File: src/hw/rtl/ubds_pkg.sv
// ---------------------------------------------------------------------------
// UART baud divisor select package
// Shared widths, status codes and the side-band item type of the pipeline.
// ---------------------------------------------------------------------------
package ubds_pkg;

  // Field widths of the stream items.
  localparam int CLK_W     = 28;
  localparam int BAUD_W    = 24;
  localparam int DIVOUT_W  = 16;

  // Width of every divider lane: dividend, divisor and quotient.
  localparam int DW        = 29;

  // Widths of the first-pass quotients.
  localparam int N13_W     = 25;
  localparam int N16_W     = 24;
  localparam int QR_W      = 25;

  // Status codes.
  localparam logic [1:0] ST_OK   = 2'd0;
  localparam logic [1:0] ST_SAT  = 2'd1;
  localparam logic [1:0] ST_ZERO = 2'd2;

  localparam logic [DIVOUT_W-1:0] DIV_MAX = '1;

  // Item data that travels beside the divider cells.
  typedef struct packed {
    logic              mode;
    logic [CLK_W-1:0]  clk_hz;
    logic [BAUD_W-1:0] baud;
    logic [N13_W-1:0]  n13;
    logic [N16_W-1:0]  n16;
    logic [QR_W-1:0]   qr;
  } side_t;

endpackage

File: src/hw/rtl/ubds_div_cell.sv
// ---------------------------------------------------------------------------
// Divider cell
// One restoring-division step: takes one dividend bit, makes one quotient bit
// and hands remainder, dividend, quotient and divisor to the next cell.
// ---------------------------------------------------------------------------
module ubds_div_cell #(
  parameter int DW = ubds_pkg::DW
) (
  input  logic          clk,
  input  logic          en,
  input  logic [DW-1:0] rem_in,
  input  logic [DW-1:0] dvd_in,
  input  logic [DW-1:0] quo_in,
  input  logic [DW-1:0] dvs_in,
  output logic [DW-1:0] rem_out,
  output logic [DW-1:0] dvd_out,
  output logic [DW-1:0] quo_out,
  output logic [DW-1:0] dvs_out
);

  logic [DW:0]   trial;
  logic [DW:0]   diff;
  logic          ge;
  logic [DW-1:0] rem_next;

  // Shift in the next dividend bit and try to subtract the divisor.
  always_comb begin
    trial    = {rem_in, dvd_in[DW-1]};
    diff     = trial - {1'b0, dvs_in};
    ge       = (trial >= {1'b0, dvs_in});
    rem_next = ge ? diff[DW-1:0] : trial[DW-1:0];
  end

  // Step registers.
  always_ff @(posedge clk) begin
    if (en) begin
      rem_out <= rem_next;
      dvd_out <= {dvd_in[DW-2:0], 1'b0};
      quo_out <= {quo_in[DW-2:0], ge};
      dvs_out <= dvs_in;
    end
  end

endmodule

File: src/hw/rtl/ubds_div_chain.sv
// ---------------------------------------------------------------------------
// Divider chain
// A row of DW registered divider cells; the operands enter the first cell
// and the quotient leaves the last.
// ---------------------------------------------------------------------------
module ubds_div_chain #(
  parameter int DW = ubds_pkg::DW
) (
  input  logic          clk,
  input  logic          en,
  input  logic [DW-1:0] dvd,
  input  logic [DW-1:0] dvs,
  output logic [DW-1:0] quo
);

  logic [DW-1:0] rem_s [DW+1];
  logic [DW-1:0] dvd_s [DW+1];
  logic [DW-1:0] quo_s [DW+1];
  logic [DW-1:0] dvs_s [DW+1];

  // The first cell starts from a clear remainder and quotient.
  assign rem_s[0] = '0;
  assign quo_s[0] = '0;
  assign dvd_s[0] = dvd;
  assign dvs_s[0] = dvs;

  for (genvar k = 0; k < DW; k++) begin : g_cell
    ubds_div_cell #(.DW(DW)) u_cell (
      .clk     (clk),
      .en      (en),
      .rem_in  (rem_s[k]),
      .dvd_in  (dvd_s[k]),
      .quo_in  (quo_s[k]),
      .dvs_in  (dvs_s[k]),
      .rem_out (rem_s[k+1]),
      .dvd_out (dvd_s[k+1]),
      .quo_out (quo_s[k+1]),
      .dvs_out (dvs_s[k+1])
    );
  end

  assign quo = quo_s[DW];

endmodule

File: config.mk
export PLATFORM = sky130hd
export DESIGN_NAME = ubds_div_chain
export DESIGN_NICKNAME = d
export VERILOG_FILES = /design/src/hw/rtl/ubds_pkg.sv /design/src/hw/rtl/ubds_div_cell.sv /design/src/hw/rtl/ubds_div_chain.sv
export SDC_FILE = /design/constraint.sdc
export NUM_CORES = 2
export LEC_CHECK = 0
export ABC_AREA = 0
export BUFFER_PORTS_ARGS = -buffer_cell sky130_fd_sc_hd__buf_4
export CORE_MARGIN = 1
export CORE_UTILIZATION = 55
export CTS_CLUSTER_SIZE = 14
export DETAILED_ROUTE_END_ITERATION = 12
export PLACE_DENSITY = 0.76
export SKIP_LAST_GASP = 1
export SYNTH_ARGS = -nofsm -noshare
export SYNTH_HDL_FRONTEND = slang
export SYNTH_SLANG_ARGS = --single-unit
File: constraint.sdc
create_clock -name clk -period 4.2 [get_ports clk]
set_input_delay 0 -clock clk [delete_from_list [all_inputs] [get_ports clk]]
set_output_delay 0 -clock clk [all_outputs]
set_load 0.02 [all_outputs]
[After elaboration in Yosys (flattened, before gate mapping)]
Cells that the tools add are included.
Word-level totals
  bits in registers: 2465
  bits in latches: 0
  memory bits (writable): 0
  bits in read-only memories: 0
  input bits: 60
  logic and storage cells: 199
  memories: 0
Operators by class
  add/sub/neg operators: 28
  multipliers: 0
  div/mod/pow operators: 0
  magnitude comparators: 29
  eq/ne operators: 0
  shift-type cells: 0
  muxes and demuxes: 28
  bitwise operators: 0
  reductions and logical operators: 0
Operator list (number)
  30-bit by 29-bit greater-or-equal comparator with 1-bit output: 28
  29-bit 2-to-1 mux: 27
  29-bit subtractor: 27
  1-bit by 29-bit greater-or-equal comparator with 1-bit output: 1
  1-bit by 29-bit subtractor with 29-bit output: 1
  1-bit 2-to-1 mux: 1

[Depth between registers and ports, before layout]
  word-level depth: 2
  depth in mapped cells: 15
  depth with buffers taken out: 14

[Cells and area by module]
Synthesis repeated with hierarchy kept, for this count alone.
Second synthesis, totals
  cell total of the unflattened synthesis: 11601
  area total of the unflattened synthesis: 162269.4 um^2
Modules (own cells, without submodules)
  ubds_div_cell: times used 29, cells an instance 400, area each 5595.4 um^2, sequential area each 3453.3 um^2
  ubds_div_chain: times used 1, cells an instance 1, area each 3.8 um^2, sequential area each 0.0 um^2

[Worst setup path before layout]
OpenSTA, ideal clock, no wires.
  path kind: register to register
  start: reg g_cell[9].u_cell.dvs_out[0]
  end: reg g_cell[10].u_cell.rem_out[27], data pin
  library setup time: 260 ps
  arrival: 3162 ps
  required time: 3940 ps
  slack: 778 ps
  cell stages (with the launch flop): 13
  path buffers: 1
  clock period less this slack: 3422 ps
  cells stage by stage: edfxtp_1 > ha_1 > fa_1 > nor2b_1 > o21a_1 > o21ai_1 > a311o_1 > and4b_1 > o31ai_1 > a21oi_1 > o31ai_2 > buf_2 > mux2_2
Between the ends
  longest elaborated chain between the ends: 2
RTL lines
  start, declared: RTL line ubds_div_cell.sv:18  | output logic [DW-1:0] dvs_out
  start signal, assigned: RTL line ubds_div_cell.sv:40  | dvs_out <= dvs_in;
  29-bit subtractor / 30-bit by 29-bit greater-or-equal comparator with 1-bit output (equally long branches): RTL line ubds_div_cell.sv:29, ubds_div_cell.sv:30
  29-bit 2-to-1 mux (*): RTL line ubds_div_cell.sv:31  | rem_next = ge ? diff[DW-1:0] : trial[DW-1:0];
  via g_cell[10].u_cell.rem_next[27]: RTL line ubds_div_cell.sv:24  | logic [DW-1:0] rem_next;
  end signal, assigned: RTL line ubds_div_cell.sv:37  | rem_out <= rem_next;
  end, declared: RTL line ubds_div_cell.sv:15  | output logic [DW-1:0] rem_out,
Mark *: on every way through the listed nets, which the timed path passes. The rest lies on a longest branch.
A chain may end at the register's enable or synchronous reset.

[Final worst setup path]
  start: reg g_cell[12].u_cell.dvs_out[2]
  end: reg g_cell[13].u_cell.rem_out[1], data pin
Between the ends
  longest elaborated chain between the ends: 2
RTL lines
  start, declared: RTL line ubds_div_cell.sv:18
  start signal, assigned: RTL line ubds_div_cell.sv:40
  30-bit by 29-bit greater-or-equal comparator with 1-bit output: RTL line ubds_div_cell.sv:30  | ge = (trial >= {1'b0, dvs_in});
  29-bit 2-to-1 mux: RTL line ubds_div_cell.sv:31
  via g_cell[13].u_cell.rem_next[1]: RTL line ubds_div_cell.sv:24
  end signal, assigned: RTL line ubds_div_cell.sv:37
  end, declared: RTL line ubds_div_cell.sv:15
The timed path passes the listed nets, and every way through them passes these cells.

==> reports/results.txt <==
drt first pass iters - 8
WS Path Type - flop to flop
Synth cell types - 105
routed vias - 79881
endpoints failing setup - 0
GRT Overall Usage - 24.8%
Final min period - 4.02 ns
ANT nets after route - 0
period utilisation layout - 95.8%
initial antenna violation count - 5
later-pin clock latency in the skew report - 0.94 ns
Fin. Hold Viols - 0
switching share of power - 36.0%
Synthesis Warnings - 0
Post-Place Worst Slack - 0.178 ns
worst vdd ir - 0.481 mV
DR WL/cell - 21.1 µm
wl on met1 - 126000 µm
Via density - 5.84
Flop pwr share - 35.8%
P&R area growth vs syn - 12.3%
Area after DPL - 130000 µm²
sequential-to-total area share from yosys stat - 59.2%
min setup slack post-route - 0.176 ns
Starting Density - 55.5%
Worst Path Buf+Inv - 3
DR DRC count - 0
DPL Wire Length - 208000 µm
Worst R2R Setup Slack - 0.18 ns
Worst Setup End Kind - flop
Worst-path clk slew - 0.07 ns
Post-Synthesis Cells - 10022
critical path's most frequent cell - o31ai_1
clock buffer depth - 4
Final Max Tran Viols - 0
post-route cell area - 141000 µm²
Die Area - 229000 µm²
Critical Path, Cell by Cell - inv_1 > ha_1 > nor2b_1 > o31ai_1 > a211oi_2 > nor4_1 > o31ai_1 > buf_4 > a21oi_1 > o21ai_1 > or3_1 > buf_12 > mux2i_2
TritonCTS Buffers - 284
fmax - 249 MHz
Initial DRC Count - 6874
worst-margin pin slew - 0.942 ns
Max-cap violations - 0
area of the core - 226000 µm²
Clk pwr share - 21.9%
area leader, netlist - edfxtp_1
fin util - 62.3%
net switching power - 39300 µW
vias in the first global route - 78577
leakage power total - 0.0562 µW
CP peak stage delay - 0.61 ns
CP Launch Type - flop
PwrDens - 778 nW/µm²
number of fillers in the final layout - 17170
top cells by count, synth - edfxtp_1, inv_1, ha_1
Comb power frac - 42.3%
Nets - 11376
status - completed
global-route wire length before repair - 444000 µm
top layer in use - met5
RSZ-0062 raised after global routing - no
Setup TNS - 0 ns
Largest delay share family, worst path - compound AO/OA/AOI/OAI gates
Die Y - 479 µm
Synth Flop Type - edfxtp_1
# rows - 174
pin count of the biggest net entering global routing - 145
Root Driver - clkbuf_16
H-tree levels - 5
placed cells - 13064
Post-Route WL - 288000 µm
WL met3 - 16700 µm
Critical Path RT - 4.85 ns
Post-synth ARST share - 0%
GP Congestion - 0.933
Setup Skew - 0.0805 ns
Top Ports - 89
chip width - 479 µm
PortBufs - 88
most frequent cell after synthesis - edfxtp_1
ratio of cells with drive above 1 in the final layout - 8.26%
wire length on met2 - 137000 µm
non-filler instance count after layout - 13669
Clock Sinks - 2465
grt ovf - 0
ranking of synthesized cells by area - edfxtp_1, ha_1, inv_1, a21oi_1, xnor2_1
Synthesized Nets - 10923
CTS tree - yes
Critical Path AT - 4.67 ns
synthesized area - 125000 µm²
internal power - 70000 µW
worst min path class - primary input to flop
Syn Area/Cell - 12.5 µm²
synthesized flop and latch total - 2465
Slew headroom - 37.2%
Post-synth EDFFs - 2465
top cell type's share of synthesized area - 59.2%
CP max FO - 20
critical path's slowest cell - edfxtp_1
[timing repair]
item                                    in CTS  in global routing
hold endpoints to repair                   270                  0
hold buffers                               117                  0
resized for setup                            0                  4
buffers inserted                             0                  0
endpoints found under the setup margin       0                 15
[kinds of logic after synthesis]
| group | after synthesis | share of synthesized area (%) |
|---|---|---|
| adder cells (fa/ha/maj) | 841 | 8.57 |
| AO/OA/AOI/OAI | 2339 | 11.9 |
| multiplexers | 451 | 4.09 |
| XOR/XNOR | 624 | 4.37 |
| flip-flops | 2465 | 59.2 |
| buffers and inverters | 1216 | 3.76 |
| AND/OR/NAND/NOR | 2086 | 8.12 |
[final cells by class]
| class | instances | area (µm²) | area share (%) |
|---|---|---|---|
| Inverter | 1051 | 3950 | 2.81 |
| Clock inverter | 156 | 1510 | 1.07 |
| Clock buffer | 330 | 7410 | 5.27 |
| Timing Repair Buffer | 332 | 3290 | 2.34 |
| Tap cell | 2992 | 3740 | 2.66 |
| Antenna cell | 2 | 5.00 | 0.00356 |
| Multi-Input combinational cell | 6341 | 46600 | 33.2 |
| Sequential cell | 2465 | 74000 | 52.7 |
[power groups by stage]
| stage | clock network [µW] | registers [µW] | logic [µW] |
|---|---|---|---|
| CTS | 24500 | 39100 | 45700 |
| global placement | 0 | 39600 | 44000 |
| global route | 25400 | 39500 | 50800 |
| finish | 24000 | 39100 | 46200 |
| floorplan | 0 | 37200 | 34500 |
| detailed placement | 0 | 39500 | 45100 |
[flip-flops by register name (all words and copies together), names as in the netlist]
register,flops
g_cell.u_cell.quo_out,435
g_cell.u_cell.rem_out,812
g_cell.u_cell.dvd_out,406
g_cell.u_cell.dvs_out,812
[worst min-delay path: stages]
cell	delay (ns)
dlygate4sd3_1	0.55
buf_4	0.15
inv_1	0.05
ha_1	0.12
and2_1	0.11
[layer usage]
metal	global-route usage, %	vias up
li1	-	38096
met1	33.9	38820
met2	40.8	2440
met3	3.83	521
met4	7.17	4
met5	0	-
[per-stage QoR]
stage	hold slack (ns)	power, µW
after global placement	0.178	83500
after floorplan	0.0989	71800
after global routing	0.149	116000
after CTS	0.0653	109000
final	0.155	109000
after detailed placement	0.179	84600
[cells in the final DEF (no fill, tap or decap), drive strengths merged, types with 106 or more instances in the layout]
master / instances
clkbuf: 330
xnor2: 379
nor2b: 117
ha: 814
buf: 215
nor2: 586
inv: 1060
a21oi: 770
nand3: 153
nand2: 507
o21a: 127
dlygate4sd3: 117
a21o: 303
xor2: 245
nand4: 108
mux2: 406
nand2b: 107
nor3: 146
clkinv: 106
o21ai: 479
edfxtp: 2465
[final timing paths]
check | to | from | cells past startpoint
setup reg to reg | g_cell[13].u_cell.rem_out[1] | g_cell[12].u_cell.dvs_out[2] | 13
setup / recovery | g_cell[13].u_cell.rem_out[1] | g_cell[12].u_cell.dvs_out[2] | 13
hold / removal | g_cell[0].u_cell.rem_out[1] | dvs[1] | 5
hold reg to reg | g_cell[17].u_cell.quo_out[11] | g_cell[16].u_cell.quo_out[10] | 0
Power figures use the tool's default switching activity.
